<file path="src/rtl/jac_pkg.sv">
// ----------------------------------------------------------------------------
// jac_pkg
// Shared types and constants of the joystick axis conditioner: word layouts,
// action and register codes, controller states and datapath widths.
// ----------------------------------------------------------------------------
package jac_pkg;

   // axes and sample format, fixed by the word layout
   localparam int AXES        = 2;
   localparam int SAMPLE_BITS = 12;

   // register widths
   localparam int ALPHA_W    = 9;
   localparam int DIV_W      = 12;
   localparam int LIMIT_W    = 7;
   localparam int INTERVAL_W = 8;
   localparam int CSR_DATA_W = 12;
   localparam int CSR_IDX_W  = 2;

   // datapath widths
   localparam int LEVEL_W   = SAMPLE_BITS + 8;          // Q12.8 smoothed level
   localparam int BAND_W    = SAMPLE_BITS + 2;          // signed band bound
   localparam int PROD_W    = ALPHA_W + SAMPLE_BITS;    // alpha * raw
   localparam int MTERM_W   = ALPHA_W + LEVEL_W;        // (1 - alpha) * level
   localparam int DIST_W    = BAND_W + 9;               // signed Q.8 distance
   localparam int MAG_W     = DIST_W - 1;
   localparam int NUM_W     = 2 * MAG_W - 16;           // d*d / 2^16
   localparam int DSQ_W     = 2 * DIV_W;                // divisor squared
   localparam int QUO_W     = LIMIT_W;                  // quotient below 128
   localparam int DSH_W     = DSQ_W + QUO_W;            // shifted divisor
   localparam int DIV_STEPS = QUO_W;
   localparam int MOVE_W    = 8;
   localparam int SPAN_W    = BAND_W + 1;
   localparam int WIDE_W    = BAND_W + 2;

   // span / 10 as a multiply by 2^19 / 10, rounded up
   localparam int RECIP10_W     = 16;
   localparam int RECIP10_SHIFT = 19;
   localparam logic [RECIP10_W-1:0] RECIP10 = 16'd52429;
   localparam int MARG_PROD_W   = BAND_W + RECIP10_W;
   localparam int MARGIN_W      = MARG_PROD_W - RECIP10_SHIFT;

   localparam int ALPHA_ONE = 256;

   // register reset values
   localparam logic [ALPHA_W-1:0]    ALPHA_RESET    = 9'd161;
   localparam logic [DIV_W-1:0]      DIVISOR_RESET  = 12'd200;
   localparam logic [LIMIT_W-1:0]    LIMIT_RESET    = 7'd50;
   localparam logic [INTERVAL_W-1:0] INTERVAL_RESET = 8'd4;

   typedef enum logic [1:0] {
      ACT_CALIB  = 2'd0,
      ACT_FINISH = 2'd1,
      ACT_RUN    = 2'd2
   } action_type;

   typedef enum logic [CSR_IDX_W-1:0] {
      CSR_ALPHA    = 2'd0,
      CSR_DIVISOR  = 2'd1,
      CSR_LIMIT    = 2'd2,
      CSR_INTERVAL = 2'd3
   } csr_index_type;

   typedef enum logic [3:0] {
      ST_IDLE,
      ST_MUL,
      ST_MAC,
      ST_DIST,
      ST_SQUARE,
      ST_SAT,
      ST_DIV,
      ST_EMIT,
      ST_SPAN,
      ST_WIDEN
   } state_type;

   typedef struct packed {
      logic [1:0]             action;
      logic [SAMPLE_BITS-1:0] x_raw;
      logic [SAMPLE_BITS-1:0] y_raw;
   } req_type;

   typedef struct packed {
      logic signed [MOVE_W-1:0] x_move;
      logic signed [MOVE_W-1:0] y_move;
   } rsp_type;

   // effective register values as the datapath uses them
   typedef struct packed {
      logic [ALPHA_W-1:0]    alpha;
      logic [DIV_W-1:0]      divisor;
      logic [LIMIT_W-1:0]    limit;
      logic [INTERVAL_W-1:0] interval;
   } cfg_type;

   typedef struct packed {
      logic load_req;
      logic smooth_mul;
      logic smooth_mac;
      logic calib;
      logic count;
      logic distance;
      logic square;
      logic sat_chk;
      logic div_step;
      logic span;
      logic widen;
      logic load_rsp;
   } cmd_type;

   typedef struct packed {
      logic report;
   } stat_type;

endpackage

</file>
<file path="src/rtl/jac_csr.sv">
// ----------------------------------------------------------------------------
// jac_csr
// Configuration registers with write port; presents the values with the
// out-of-range codes mapped onto their effective settings.
// ----------------------------------------------------------------------------
module jac_csr (
   input  logic                             clock,
   input  logic                             reset,
   input  logic                             csr_wr_en,
   input  logic [jac_pkg::CSR_IDX_W-1:0]    csr_index,
   input  logic [jac_pkg::CSR_DATA_W-1:0]   csr_wdata,
   output jac_pkg::cfg_type                 cfg
);

   logic [jac_pkg::ALPHA_W-1:0]    alpha_ff,    alpha_in;
   logic [jac_pkg::DIV_W-1:0]      divisor_ff,  divisor_in;
   logic [jac_pkg::LIMIT_W-1:0]    limit_ff,    limit_in;
   logic [jac_pkg::INTERVAL_W-1:0] interval_ff, interval_in;

   // register write decode
   always_comb begin
      alpha_in    = alpha_ff;
      divisor_in  = divisor_ff;
      limit_in    = limit_ff;
      interval_in = interval_ff;
      if (csr_wr_en) begin
         case (jac_pkg::csr_index_type'(csr_index))
            jac_pkg::CSR_ALPHA:    alpha_in    = csr_wdata[jac_pkg::ALPHA_W-1:0];
            jac_pkg::CSR_DIVISOR:  divisor_in  = csr_wdata[jac_pkg::DIV_W-1:0];
            jac_pkg::CSR_LIMIT:    limit_in    = csr_wdata[jac_pkg::LIMIT_W-1:0];
            jac_pkg::CSR_INTERVAL: interval_in = csr_wdata[jac_pkg::INTERVAL_W-1:0];
            default: begin
            end
         endcase
      end
   end

   always_ff @(posedge clock) begin
      if (reset) begin
         alpha_ff    <= jac_pkg::ALPHA_RESET;
         divisor_ff  <= jac_pkg::DIVISOR_RESET;
         limit_ff    <= jac_pkg::LIMIT_RESET;
         interval_ff <= jac_pkg::INTERVAL_RESET;
      end else begin
         alpha_ff    <= alpha_in;
         divisor_ff  <= divisor_in;
         limit_ff    <= limit_in;
         interval_ff <= interval_in;
      end
   end

   // alpha saturates at one, zero divisor and zero interval act as one
   always_comb begin
      cfg.alpha    = (alpha_ff > jac_pkg::ALPHA_W'(jac_pkg::ALPHA_ONE)) ?
                     jac_pkg::ALPHA_W'(jac_pkg::ALPHA_ONE) : alpha_ff;
      cfg.divisor  = (divisor_ff == '0) ? jac_pkg::DIV_W'(1) : divisor_ff;
      cfg.limit    = limit_ff;
      cfg.interval = (interval_ff == '0) ? jac_pkg::INTERVAL_W'(1) : interval_ff;
   end

endmodule

</file>
<file path="config.mk">
export PLATFORM = sky130hd
export DESIGN_NAME = jac_csr
export DESIGN_NICKNAME = d
export VERILOG_FILES = /design/src/rtl/jac_pkg.sv /design/src/rtl/jac_csr.sv
export SDC_FILE = /design/constraint.sdc
export NUM_CORES = 1
export LEC_CHECK = 0
export BUFFER_PORTS_ARGS = -buffer_cell sky130_fd_sc_hd__buf_4
export CELL_PAD_IN_SITES_DETAIL_PLACEMENT = 1
export CELL_PAD_IN_SITES_GLOBAL_PLACEMENT = 2
export CORE_MARGIN = 1
export CORE_UTILIZATION = 27
export CTS_CLUSTER_SIZE = 30
export DETAILED_ROUTE_END_ITERATION = 6
export PLACE_DENSITY_LB_ADDON = 0.1
export SKIP_LAST_GASP = 1
export SLEW_MARGIN = 5
export SYNTH_ARGS = -nofsm -noshare
export SYNTH_HDL_FRONTEND = slang
export SYNTH_SLANG_ARGS = --single-unit
export TNS_END_PERCENT = 50
</file>
<file path="constraint.sdc">
create_clock -name clock -period 1.2 [get_ports clock]
set_input_delay 0.12 -clock clock [delete_from_list [all_inputs] [get_ports clock]]
set_output_delay 0.12 -clock clock [all_outputs]
set_load 0.02 [all_outputs]
</file>
Word-level counts from Yosys, hierarchy flattened --
Index checks and enable logic that the tools add are counted. Widths: inputs -> output; s select.
Storage, ports and cells: register bits 36, bits in latches 0, RAM bits 0, memory bits (read-only) 0, memories 0
Operators by class: $add $sub $neg 0, $mul 0, div/mod/pow operators 0, $lt $le $gt $ge 1, equality and inequality tests 3, shift operators 0, multiplexer cells 3, bitwise operators 0, reduce and logical (&&, ||, !) cells 7
Operators by type and width (count):
- $logic_not 12->1 | 1
- $mux 12 | 1
- $gt 9x9->1 const B | 1
- $mux 9 | 1
- $logic_not 8->1 | 1
- $mux 8 | 1
- $reduce_and 2->1 | 4
- $eq 2x2->1 const B | 2
- $eq 2x1->1 const B | 1
- $logic_not 2->1 | 1

Logic depth before layout (Yosys ltp) --
depth after elaboration 2, gate-level depth with buffers 4

Worst setup path after synthesis --
No wires, ideal clock.
kind register to output, from reg divisor_ff[3] in the netlist's numbering, to out cfg[15] in the netlist's numbering, data arrival time 0.797 ns, required time 1.080 ns, setup slack 0.283 ns, cell stages (with the launch flop) 3, path buffers 0, cells stage by stage dfxtp_1 -> nor4_1 -> a31o_2
RTL lines:
- from (decl) | RTL line jac_csr.sv:16 | logic [jac_pkg::DIV_W-1:0] divisor_ff, divisor_in;
- from (signal assigned) | RTL line jac_csr.sv:41 | divisor_ff <= jac_pkg::DIVISOR_RESET;
- from (signal assigned) | RTL line jac_csr.sv:46 | divisor_ff <= divisor_in;
- to (decl) | RTL line jac_csr.sv:12 | output jac_pkg::cfg_type cfg

==> impl_metrics.ini <==
[synth]
netlist_area_mm2 = 0.00149
ys_seq_area_frac = 0.483
syn_nets = 197
synth.avg_cell_area_um2 = 8.29
ys_warn_count = 0
synth_seq_cells = 36
ys_types = 23
syn_inst = 180

[worst_setup_path]
worst-path-stages = 3
criticalPathCategory = register to output pin
r2r-start = alpha_ff[7]$_SDFFE_PP1P_
r2r_end = alpha_ff[7]$_SDFFE_PP1P_
critPathRequiredTime_ns = 1.08
cp-endpoint = cfg[15]
critical_path.top_delay_family = flip-flops
startpoint_type = register
path_buf_inv = 1
crit_fanout = 2
end_kind = output pin
worstPathCellList = nor4_4 > a31o_2 > buf_6
slowest_stage = dfxtp_2
regToRegSetupSlack_ns = 0.34
crit_path_start = divisor_ff[4]$_SDFFE_PP0P_
crit_arrival_ns = 1.19
crit_path_max_incr_delay_ns = 0.34
worstRegToRegCells = 2

[timing]
slew_headroom = 0.744
setup_viol = 2
fmax_mhz = 765
clock_skew_ns = 0
tightestPinTransition_ns = 0.384
finalCritPeriodShare = 1.09
worst_slack_ns = -0.108
hold_ws_ns = 0.0826
hold_violations = 0
rsz0062_at_grt = yes
slew_violations = 0
min_period_ns = 1.31

[drt]
via_per_inst = 4.48
drc = 0
first_pass_iters = 4
drtAntennaViolNets = 0
avgRoutedWirePerCell_um = 15.0
via_count = 1286
routed_wl_um = 4310
drt_first_iter_violations = 39

[power_and_ir_drop]
report.power.total_mw = 2.54
ir_drop_v = 0.000537
powerDensity_mw_per_mm2 = 1240
power.leakage_nw = 0.900

[min_path]
whs_path_depth = 3
hold_class = input port to register

[global_route]
grt_max_degree = 37
grt_use_total = 0.155
grt_pass1_vias = 1337
grt_pass1_wl_um = 6890
antenna_found_initial = 0
grt.overflow.total = 0

[floorplan]
pin_count = 53
rows = 26
die-area_mm2 = 0.00583
fp.dieW_um = 76.4
initial_core_util = 0.287
coreArea_mm2 = 0.00520
die_h_um = 76.4

[outcome]
violations = setup timing
outcome = finished with violations

[clocking]
cts_sinks = 36
cts-htree-levels = 2
clockBufferDepth = 2
clk_latency_ns = 0.28
cts_hold_buffers = 0
cts_tree = done
clk_pin_slew_ns = 0.07
cts_root_buf = clkbuf_8
numCtsBuffers = 5

[place]
dpl.hpwl_um = 3130
port_buffers = 52
gp_congestion = 0.677
dp_cells = 277
pre_cts_slack_ns = 0.0764

[final_layout]
layout_common_cells = buf_4 (54), nand2_1 (40), dfxtp_1 (30)
nNetsFinal = 233
diodes = 0
drive_gt1_frac = 0.364
fill_cells = 627
mostFrequentLayoutCell = buf_4
area_growth_pct = 37.1
finalNonFillerCells = 287

[flow_run]
drv_cap = 0
==> worst min-delay path by stage <==
stage | startpoint | to | slack, ns
after floorplan | csr_wdata[0] | alpha_ff[0]$_SDFFE_PP1P_ | 0.24
after global placement | csr_wdata[9] | divisor_ff[9]$_SDFFE_PP0P_ | 0.37
after detailed placement | csr_wdata[7] | alpha_ff[7]$_SDFFE_PP1P_ | 0.38
after CTS | csr_wdata[10] | divisor_ff[10]$_SDFFE_PP0P_ | 0.08
after global routing | csr_wdata[7] | alpha_ff[7]$_SDFFE_PP1P_ | 0.08
final | csr_wdata[10] | divisor_ff[10]$_SDFFE_PP0P_ | 0.08
==> cells in the mapped netlist <==
cell type / n / area share
buf_2: 3 / 0.010
a21o_1: 1 / 0.0050
nor3b_4: 1 / 0.013
buf_4: 2 / 0.010
nor2b_1: 10 / 0.042
a31o_2: 1 / 0.0059
a211o_2: 2 / 0.013
nand3_1: 1 / 0.0033
inv_1: 3 / 0.0075
buf_6: 1 / 0.0075
a21oi_1: 16 / 0.054
nor2b_2: 1 / 0.0059
and3b_2: 1 / 0.0067
nor4_1: 3 / 0.013
nand2_1: 40 / 0.10
mux2i_1: 10 / 0.067
a211o_1: 4 / 0.023
nand3b_1: 6 / 0.030
and3_2: 1 / 0.0050
dfxtp_1: 36 / 0.48
nor2_1: 13 / 0.033
nor3_1: 2 / 0.0067
clkbuf_1: 22 / 0.055
==> worst min-delay path: cells and delay by family <==
family | cells | cell delay, ns
buf+inv | 1 | 0.11
compound gates | 1 | 0.05
simple gates | 1 | 0.04
==> layer usage <==
metal | GRT usage | up-vias | routed length [um]
li1 | - | 643 | -
met1 | 0.192 | 606 | 2010
met2 | 0.261 | 33 | 2080
met3 | 0.0335 | 4 | 179
met4 | 0.0577 | 0 | 41
met5 | 0 | - | 0
==> state kept, by name, summed over array words and instances, names as in the netlist <==
register	count
limit_ff	7
alpha_ff	9
interval_ff	8
divisor_ff	12
==> through the flow <==
stage	cell area [um^2]	util	setup TNS (ns)
final	2050	0.393	-0.172
after global routing	2050	0.393	-0.317
after floorplan	1490	-	0
after global placement	1880	0.362	0
after detailed placement	1880	0.362	0
after CTS	2040	0.391	-0.227
==> layout make-up <==
class                      instances  area (um^2)  share of cell area
clock buffer                       8         90.1              0.0440
inverter                           3         11.3             0.00550
multi-input combinational        113          682               0.333
sequential                        36          728               0.356
tap                               70         87.6              0.0428
timing repair buffer              57          448               0.219
==> power breakdown <==
| group | switching (mW) | internal (mW) |
|---|---|---|
| Sequential | 0.0398 | 1.24 |
| Combinational | 0.204 | 0.178 |
| Clock | 0.411 | 0.468 |
==> logic make-up (layout without fill, tap and decap cells) <==
logic type      count (synthesis)  after routing  share of synthesized area
simple gates                   79             79                      0.258
flops                          36             36                      0.483
buf+inv                        31             68                     0.0905
compound gates                 24             24                      0.101
mux                            10             10                     0.0671
==> what timing repair did <==
action / in CTS / in global routing
gates cloned: 0 / 0
pin swaps: 4 / 2
endpoints found under the setup margin: 10 / 2
resized for setup: 11 / 3
setup buffers: 2 / 0
(Power assumes the default switching activity.)
