--- config.mk ---
export PLATFORM = sky130hd
export DESIGN_NAME = jac_ctrl
export DESIGN_NICKNAME = d
export VERILOG_FILES = /design/src/rtl/jac_pkg.sv /design/src/rtl/jac_ctrl.sv
export SDC_FILE = /design/constraint.sdc
export NUM_CORES = 1
export LEC_CHECK = 0
export BUFFER_PORTS_ARGS = -buffer_cell sky130_fd_sc_hd__buf_2
export CORE_AREA = 3 3 42 44
export DETAILED_ROUTE_END_ITERATION = 8
export DIE_AREA = 0 0 45 47
export GPL_TIMING_DRIVEN = 1
export MAX_ROUTING_LAYER = met4
export PLACE_DENSITY = 0.8
export SLEW_MARGIN = 20
export SYNTH_ARGS = -nofsm -noshare
export SYNTH_HDL_FRONTEND = slang
export SYNTH_SLANG_ARGS = --single-unit
export TNS_END_PERCENT = 30
--- constraint.sdc ---
create_clock -name clock -period 1.5 [get_ports clock]
set_input_delay 0.225 -clock clock [delete_from_list [all_inputs] [get_ports clock]]
set_output_delay 0.225 -clock clock [all_outputs]
set_load 0.005 [all_outputs]
--- src/rtl/jac_pkg.sv ---
// ----------------------------------------------------------------------------
// jac_pkg
// Shared types and constants of the joystick axis conditioner: word layouts,
// action and register codes, controller states and datapath widths.
// ----------------------------------------------------------------------------
package jac_pkg;

   // axes and sample format, fixed by the word layout
   localparam int AXES        = 2;
   localparam int SAMPLE_BITS = 12;

   // register widths
   localparam int ALPHA_W    = 9;
   localparam int DIV_W      = 12;
   localparam int LIMIT_W    = 7;
   localparam int INTERVAL_W = 8;
   localparam int CSR_DATA_W = 12;
   localparam int CSR_IDX_W  = 2;

   // datapath widths
   localparam int LEVEL_W   = SAMPLE_BITS + 8;          // Q12.8 smoothed level
   localparam int BAND_W    = SAMPLE_BITS + 2;          // signed band bound
   localparam int PROD_W    = ALPHA_W + SAMPLE_BITS;    // alpha * raw
   localparam int MTERM_W   = ALPHA_W + LEVEL_W;        // (1 - alpha) * level
   localparam int DIST_W    = BAND_W + 9;               // signed Q.8 distance
   localparam int MAG_W     = DIST_W - 1;
   localparam int NUM_W     = 2 * MAG_W - 16;           // d*d / 2^16
   localparam int DSQ_W     = 2 * DIV_W;                // divisor squared
   localparam int QUO_W     = LIMIT_W;                  // quotient below 128
   localparam int DSH_W     = DSQ_W + QUO_W;            // shifted divisor
   localparam int DIV_STEPS = QUO_W;
   localparam int MOVE_W    = 8;
   localparam int SPAN_W    = BAND_W + 1;
   localparam int WIDE_W    = BAND_W + 2;

   // span / 10 as a multiply by 2^19 / 10, rounded up
   localparam int RECIP10_W     = 16;
   localparam int RECIP10_SHIFT = 19;
   localparam logic [RECIP10_W-1:0] RECIP10 = 16'd52429;
   localparam int MARG_PROD_W   = BAND_W + RECIP10_W;
   localparam int MARGIN_W      = MARG_PROD_W - RECIP10_SHIFT;

   localparam int ALPHA_ONE = 256;

   // register reset values
   localparam logic [ALPHA_W-1:0]    ALPHA_RESET    = 9'd161;
   localparam logic [DIV_W-1:0]      DIVISOR_RESET  = 12'd200;
   localparam logic [LIMIT_W-1:0]    LIMIT_RESET    = 7'd50;
   localparam logic [INTERVAL_W-1:0] INTERVAL_RESET = 8'd4;

   typedef enum logic [1:0] {
      ACT_CALIB  = 2'd0,
      ACT_FINISH = 2'd1,
      ACT_RUN    = 2'd2
   } action_type;

   typedef enum logic [CSR_IDX_W-1:0] {
      CSR_ALPHA    = 2'd0,
      CSR_DIVISOR  = 2'd1,
      CSR_LIMIT    = 2'd2,
      CSR_INTERVAL = 2'd3
   } csr_index_type;

   typedef enum logic [3:0] {
      ST_IDLE,
      ST_MUL,
      ST_MAC,
      ST_DIST,
      ST_SQUARE,
      ST_SAT,
      ST_DIV,
      ST_EMIT,
      ST_SPAN,
      ST_WIDEN
   } state_type;

   typedef struct packed {
      logic [1:0]             action;
      logic [SAMPLE_BITS-1:0] x_raw;
      logic [SAMPLE_BITS-1:0] y_raw;
   } req_type;

   typedef struct packed {
      logic signed [MOVE_W-1:0] x_move;
      logic signed [MOVE_W-1:0] y_move;
   } rsp_type;

   // effective register values as the datapath uses them
   typedef struct packed {
      logic [ALPHA_W-1:0]    alpha;
      logic [DIV_W-1:0]      divisor;
      logic [LIMIT_W-1:0]    limit;
      logic [INTERVAL_W-1:0] interval;
   } cfg_type;

   typedef struct packed {
      logic load_req;
      logic smooth_mul;
      logic smooth_mac;
      logic calib;
      logic count;
      logic distance;
      logic square;
      logic sat_chk;
      logic div_step;
      logic span;
      logic widen;
      logic load_rsp;
   } cmd_type;

   typedef struct packed {
      logic report;
   } stat_type;

endpackage

--- src/rtl/jac_ctrl.sv ---
// ----------------------------------------------------------------------------
// jac_ctrl
// Sequencer: takes one word at a time, steps the datapath through the
// smoothing, min/max, distance, square, divide, widen steps; owns rsp_valid.
// ----------------------------------------------------------------------------
module jac_ctrl (
   input  logic              clock,
   input  logic              reset,
   input  logic              req_valid,
   input  logic [1:0]        req_action,
   output logic              req_ready,
   output logic              rsp_valid,
   input  logic              rsp_ready,
   input  jac_pkg::stat_type stat,
   output jac_pkg::cmd_type  cmd
);

   localparam int DIV_CNT_W = $clog2(jac_pkg::DIV_STEPS);
   localparam logic [DIV_CNT_W-1:0] DIV_LAST = DIV_CNT_W'(jac_pkg::DIV_STEPS - 1);

   jac_pkg::state_type    state_ff,   state_in;
   logic                  is_run_ff,  is_run_in;
   logic [DIV_CNT_W-1:0]  div_cnt_ff, div_cnt_in;
   logic                  rsp_valid_ff, rsp_valid_in;

   // next state and commands
   always_comb begin
      state_in   = state_ff;
      is_run_in  = is_run_ff;
      div_cnt_in = div_cnt_ff;
      cmd        = '0;
      req_ready  = 1'b0;
      case (state_ff)
         jac_pkg::ST_IDLE: begin
            req_ready = 1'b1;
            if (req_valid) begin
               cmd.load_req = 1'b1;
               case (req_action)
                  jac_pkg::ACT_CALIB: begin
                     state_in  = jac_pkg::ST_MUL;
                     is_run_in = 1'b0;
                  end
                  jac_pkg::ACT_RUN: begin
                     state_in  = jac_pkg::ST_MUL;
                     is_run_in = 1'b1;
                  end
                  jac_pkg::ACT_FINISH: begin
                     state_in = jac_pkg::ST_SPAN;
                  end
                  default: begin
                  end
               endcase
            end
         end
         jac_pkg::ST_MUL: begin
            cmd.smooth_mul = 1'b1;
            cmd.calib      = !is_run_ff;
            cmd.count      = is_run_ff;
            state_in       = jac_pkg::ST_MAC;
         end
         jac_pkg::ST_MAC: begin
            cmd.smooth_mac = 1'b1;
            state_in       = is_run_ff ? jac_pkg::ST_DIST : jac_pkg::ST_IDLE;
         end
         jac_pkg::ST_DIST: begin
            cmd.distance = 1'b1;
            state_in     = jac_pkg::ST_SQUARE;
         end
         jac_pkg::ST_SQUARE: begin
            cmd.square = 1'b1;
            state_in   = jac_pkg::ST_SAT;
         end
         jac_pkg::ST_SAT: begin
            cmd.sat_chk = 1'b1;
            div_cnt_in  = '0;
            state_in    = jac_pkg::ST_DIV;
         end
         jac_pkg::ST_DIV: begin
            cmd.div_step = 1'b1;
            if (div_cnt_ff == DIV_LAST) begin
               state_in = jac_pkg::ST_EMIT;
            end else begin
               div_cnt_in = div_cnt_ff + DIV_CNT_W'(1);
            end
         end
         jac_pkg::ST_EMIT: begin
            if (!stat.report) begin
               state_in = jac_pkg::ST_IDLE;
            end else if (!rsp_valid_ff || rsp_ready) begin
               cmd.load_rsp = 1'b1;
               state_in     = jac_pkg::ST_IDLE;
            end
         end
         jac_pkg::ST_SPAN: begin
            cmd.span = 1'b1;
            state_in = jac_pkg::ST_WIDEN;
         end
         jac_pkg::ST_WIDEN: begin
            cmd.widen = 1'b1;
            state_in  = jac_pkg::ST_IDLE;
         end
         default: begin
            state_in = jac_pkg::ST_IDLE;
         end
      endcase
   end

   // result valid: set on load, cleared when taken
   always_comb begin
      if (cmd.load_rsp) begin
         rsp_valid_in = 1'b1;
      end else if (rsp_ready) begin
         rsp_valid_in = 1'b0;
      end else begin
         rsp_valid_in = rsp_valid_ff;
      end
   end

   always_ff @(posedge clock) begin
      if (reset) begin
         state_ff     <= jac_pkg::ST_IDLE;
         is_run_ff    <= 1'b0;
         div_cnt_ff   <= '0;
         rsp_valid_ff <= 1'b0;
      end else begin
         state_ff     <= state_in;
         is_run_ff    <= is_run_in;
         div_cnt_ff   <= div_cnt_in;
         rsp_valid_ff <= rsp_valid_in;
      end
   end

   assign rsp_valid = rsp_valid_ff;

   // divider runs exactly its step count before the result stage
   assert property (@(posedge clock) disable iff (reset)
      (state_ff == jac_pkg::ST_DIV && div_cnt_ff == DIV_LAST)
      |=> state_ff == jac_pkg::ST_EMIT)
      else $error("divider did not hand over to result stage");

   // unused action code leaves the sequencer idle
   assert property (@(posedge clock) disable iff (reset)
      (req_valid && req_ready && req_action != jac_pkg::ACT_CALIB &&
       req_action != jac_pkg::ACT_FINISH && req_action != jac_pkg::ACT_RUN)
      |=> state_ff == jac_pkg::ST_IDLE)
      else $error("unused action code started work");

   // calibrate words end after smoothing, never reaching the result path
   assert property (@(posedge clock) disable iff (reset)
      (state_ff == jac_pkg::ST_MAC && !is_run_ff)
      |=> state_ff == jac_pkg::ST_IDLE)
      else $error("calibrate word went on past smoothing");

   // a pending report waits while the output word is still held
   assert property (@(posedge clock) disable iff (reset)
      (state_ff == jac_pkg::ST_EMIT && stat.report && rsp_valid_ff && !rsp_ready)
      |=> (state_ff == jac_pkg::ST_EMIT && rsp_valid_ff))
      else $error("report overwrote an untaken output word");

   // no output word is loaded over one that is still pending
   assert property (@(posedge clock) disable iff (reset)
      cmd.load_rsp |-> (state_ff == jac_pkg::ST_EMIT && (!rsp_valid_ff || rsp_ready)))
      else $error("output word loaded while slot busy");

endmodule

* Yosys cells after proc, flatten, opt, wreduce, memory -nomap -nowiden
Index checks and enable logic that the tools add are counted.
** Word-level totals
- Bits in registers :: 9
- Input bits :: 7
- Output and inout bits :: 14
- Logic and storage cells :: 61
** Operators by class
- Add/sub/neg operators :: 1
- Equal/unequal tests :: 17
- Multiplexer cells :: 27
- Reductions and logical operators :: 12
** Operator list (number)
- one-hot mux 4 bit (9 select lines) :: 1
- == test 4 x 3 -> 1 bit, second input constant :: 4
- two-way mux 1 bit :: 16
- two-way mux 4 bit :: 4
- == test 4 x 2 -> 1 bit, second input constant :: 2
- == test 4 bit, second input constant :: 2
- one-hot mux 4 bit (2 select lines) :: 1
- != test 2 bit, second input constant :: 3
- one-hot mux 3 bit (2 select lines) :: 1
- nonzero test 2 bit :: 3
- == test 4 x 1 -> 1 bit, second input constant :: 1
- logical NOT 4 bit :: 1
- two-way mux 2 bit :: 2
- AND reduction 4 bit :: 1
- adder 3 x 1 -> 3 bit, second input constant :: 1
- == test 3 bit, second input constant :: 1
- two-way mux 3 bit :: 1
- != test 3 x 2 -> 1 bit, second input constant :: 1
- != test 3 bit, second input constant :: 1
- AND reduction 3 bit :: 1
- == test 2 x 1 -> 1 bit, second input constant :: 1
- == test 2 bit, second input constant :: 1
- logical NOT 1 bit :: 2
- logical NOT 2 bit :: 1
- other kinds (4) :: 4

* Logic depth before layout (Yosys ltp)
- Word-level depth :: 6
- Mapped depth :: 6
- Gate-level depth less buffers :: 6

* Worst setup path before layout
OpenSTA, ideal clock, no wires.
- Path type :: register to register
- Start :: register state_ff[3]
- End :: register div_cnt_ff[1]
- Setup time :: 67 ps
- Data arrival time :: 1327 ps
- Required time :: 1433 ps
- Setup slack :: 106 ps
- Cell stages (with the launch flop) :: 6
- Buffers on the path :: 1
- Period minus slack after synthesis :: 1394 ps
- Cell sequence :: dfxtp_1 > buf_6 > and4bb_4 > a21oi_2 > or3b_1 > a21oi_2
** On the way
- Word-level cells in the longest chain between the ends :: 3
- Elaborated cells on any way between the ends :: 6
- Those cells by class :: 3 x eq/ne; 1 x mux; 2 x reduce/logical
** Ends and longest elaborated chain
- start: declaration :: line jac_ctrl.sv:21 : jac_pkg::state_type state_ff, state_in;
- start signal: assignment :: line jac_ctrl.sv:121 : state_ff <= jac_pkg::ST_IDLE;
- start signal: assignment :: line jac_ctrl.sv:126 : state_ff <= state_in;
- == test 4 x 3 -> 1 bit :: line jac_ctrl.sv:33 : case (state_ff)
- != test 2 bit (no line) or nonzero test 2 bit (tied branches)
- AND reduction 2 bit (no line)
- end signal: assignment :: line jac_ctrl.sv:128 : div_cnt_ff <= div_cnt_in;
- end: declaration :: line jac_ctrl.sv:23 : logic [DIV_CNT_W-1:0] div_cnt_ff, div_cnt_in;
Parallel ways exist; a longest one is shown, timed or not.
A chain may end at the register's enable or synchronous reset.

==> summary.md <==
| Metric | Value |
|---|---|
| Status | finished with violations |
| Failing checks | negative setup slack |
| Post-synth top area share | 0.2851 |
| Post-route minimum period | 1576 ps |
| #FFs+latches synth | 9 |
| Register area share after synthesis | 0.2851 |
| Drt drc | 0 |
| Core Region | approximately 1500 um2 |
| Clk buf depth | 2 |
| Global Route Usage Sum | 0.1717 |
| PortBufs | 20 |
| Max-slew violations | 0 |
| Hpwl dp | 1.080 mm |
| Post-Route WL | 1.659 mm |
| Worst Skew | 5.045 ps |
| Req. time, crit path | 1270 ps |
| TritonCTS clock tree | done |
| Pwr Total | roughly 0.00070 W |
| Die Ht | 47 um |
| First-pass GRT wire length | 2.463 mm |
| Tightest Pin Transition | 257.5 ps |
| Main flop type after synthesis | dfxtp_1 |
| Number of antenna violations at the first check in global routing | 0 |
| Syn avg cell area | 8.314 um2 |
| Clk_lat worst skew | 260 ps |
| CP Max Fanout | 6 |
| CTS Buf Count | 3 |
| Via count | 614 |
| # fillers | between 100 and 150 |
| Area growth, synth to finish | 37.62% |
| Crit-path cells | nor4_4 -> buf_4 -> and2_4 -> buf_6 |
| Post-synth top area cell | dfxtp_1 |
| Syn Nets | 85 |
| Starting DRT DRC Count | 9 |
| Synthesized area | 631.9 um2 |
| Max incr delay on CP | roughly 380 ps |
| Fin worst setup slack | -75.98 ps |
| H-tree depth | 1 |
| Diode count | 0 |
| Share of cells above drive strength 1 | 0.4752 |
| Cells after Synth | 76 |
| DP Worst Slack | between 80 and 90 ps |
| CTS root buf | clkbuf_4 |
| Period utilisation layout | 1.051 |
| WP buf/inv | 2 |
| Gp weighted congestion | 0.7911 |
| Peak supply drop | 0.6061 mV |
| Critical path class | reg -> out |
| Worst path slowest cell | dfxtp_4 |
| Clock Sinks | 9 |
| Synth warn | 0 |
| Max-slew headroom | 0.8275 |
| Leakage | 0.3930 nW |
| Min-delay worst type | in -> reg |
| Crit. End Element | output port |
| Final ANT Viol Nets | 0 |
| Unique masters post-synth | 36 |
| I/O pin cnt | 21 |
| Unrepaired setup endpoints after global routing | true |
| Grt ovf | 0 |
| Initial DRT Pass Iterations | 4 |
| Die footprint | 2115 um2 |
| Die Wd | 45 um |
| Synth async-reset ratio | 0 |
| EDFF count, synth | 0 |
| Vias per cell | 5.248 |
| Final setup fails | 4 |
| Number of global-route vias before repair | 570 |
| CTS clk-pin slew, worst paths | 60 ps |
| Startpoint types | flip-flop |
| Fin nets | 111 |
| Std-Cell Rows | 14 |
| Arr. time, crit path | 1350 ps |
| Initial core utilization | 0.4294 |
| Pwr/cell area | 810.2 nW/um2 |
| WL/cell | between 10 and 15 um |
| Most area-consuming cells after synthesis | dfxtp_1, nor2_1, a21oi_2 |
| Highest Clock Rate | 634.5 MHz |
| Crit path max-delay family | simple AND/OR/NAND/NOR gates |
| Largest net degree at the start of global routing | 10 |
| Final hold violation count | 0 |
| Max Cap Viol | 0 |
==> worst register-to-register path, cell delays in order (launching register included) <==
cell and delay [ps]:
dfxtp_1 310, inv_1 80, ha_1 140, nand2_1 110
a22o_1 290, a21oi_2 190, nor3b_2 220
==> metal layers <==
| metal | vias to the layer above | part of all wire | GRT usage |
|---|---|---|---|
| li1 | 317 | - | - |
| met4 | 0 | 0.019 | 0.03509 |
| met5 | - | 0 | - |
| met1 | 273 | 0.40 | 0.1899 |
| met2 | 20 | 0.51 | 0.2994 |
| met3 | 4 | 0.069 | 0.05747 |
==> repair_timing <==
| item | CTS | global route |
|---|---|---|
| pin swaps | 0 | 1 |
| resized for setup | 10 | 9 |
| hold buffers | 0 | 0 |
| endpoints found under the setup margin | 5 | 7 |
| setup buffers | 1 | 1 |
==> power by group <==
part	internal, W	switching (W)
logic	0.000137	0.000102
clock network	0.000103	0.0000885
registers	0.000250	0.0000237
==> final timing paths <==
| path | from | to | slack, ps | cells after the start |
|---|---|---|---|---|
| worst max register to register | div_cnt_ff[0] | state_ff[3] | 80 | 6 |
| worst min register to register | div_cnt_ff[1] | div_cnt_ff[1] | 500 | 2 |
| worst min-delay path | reset | div_cnt_ff[1] | 250 | 2 |
| worst max-delay path | state_ff[0] | cmd[11] | -80 | 4 |
==> layout make-up <==
class | instances | area (um2) | area share
clock buffers | 4 | 26.28 | 0.03022
inverters | 3 | 11.26 | 0.01295
well taps | 16 | 20.02 | 0.02302
flip-flops and latches | 9 | 192.7 | 0.2216
multi-input cells | 58 | 446.7 | 0.5137
repair buffers | 27 | 172.7 | 0.1986
==> cell families (layout without fill, tap and decap cells) <==
group           Yosys count  after routing  share of synthesized area
buf+inv                   9             34                    0.07918
mux                       2              2                    0.03168
compound gates           12             12                     0.1406
xor+xnor                  3              3                    0.04159
simple gates             39             39                     0.3822
flops                     9              9                     0.2851
fa+ha+maj                 2              2                    0.03960
==> cells in the final DEF (no fill, tap or decap), types with 2 or more instances in the layout <==
master,count
buf_4,6
nand2_1,5
inv_1,3
buf_6,2
a21oi_1,2
xnor2_1,2
dfxtp_1,5
a2bb2oi_1,2
dfxtp_4,3
a21oi_2,3
ha_1,2
mux2i_1,2
o21ai_0,2
nand3_1,2
nor3_1,5
buf_2,18
nand2b_1,3
clkbuf_4,3
nor2_1,7
==> synth_stat cells, types with 2 or more instances <==
| cell | number |
|---|---|
| dfxtp_1 | 9 |
| nor2_1 | 7 |
| nand2_1 | 5 |
| nor3_1 | 5 |
| nand2b_1 | 4 |
| a21oi_2 | 3 |
| inv_1 | 3 |
| a21oi_1 | 2 |
| a2bb2oi_1 | 2 |
| and2_1 | 2 |
| buf_4 | 2 |
| ha_1 | 2 |
| mux2i_1 | 2 |
| nand3_1 | 2 |
| nor3b_1 | 2 |
| nor4b_1 | 2 |
| o21ai_0 | 2 |
| xnor2_1 | 2 |
==> flip-flops by register name, indices dropped and copies added, names as in the netlist <==
name	flops
is_run_ff	1
div_cnt_ff	3
rsp_valid	1
state_ff	4
==> stage by stage <==
| stage | utilization | setup TNS [ps] | instances | hold WS (ps) | area (um2) |
|---|---|---|---|---|---|
| after floorplan | - | 0 | 76 | 368.9 | 631.9 |
| after global placement | 0.5102 | 0 | 111 | 478.5 | 750.7 |
| after detailed placement | 0.5102 | 0 | 111 | 485.5 | 750.7 |
| after CTS | 0.5621 | -75.56 | 116 | 231.3 | 827.0 |
| after global routing | 0.5910 | -475.4 | 117 | 242.8 | 869.6 |
| final | 0.5910 | -144.7 | 117 | 245.0 | 869.6 |
Power figures use the tool's default switching activity.
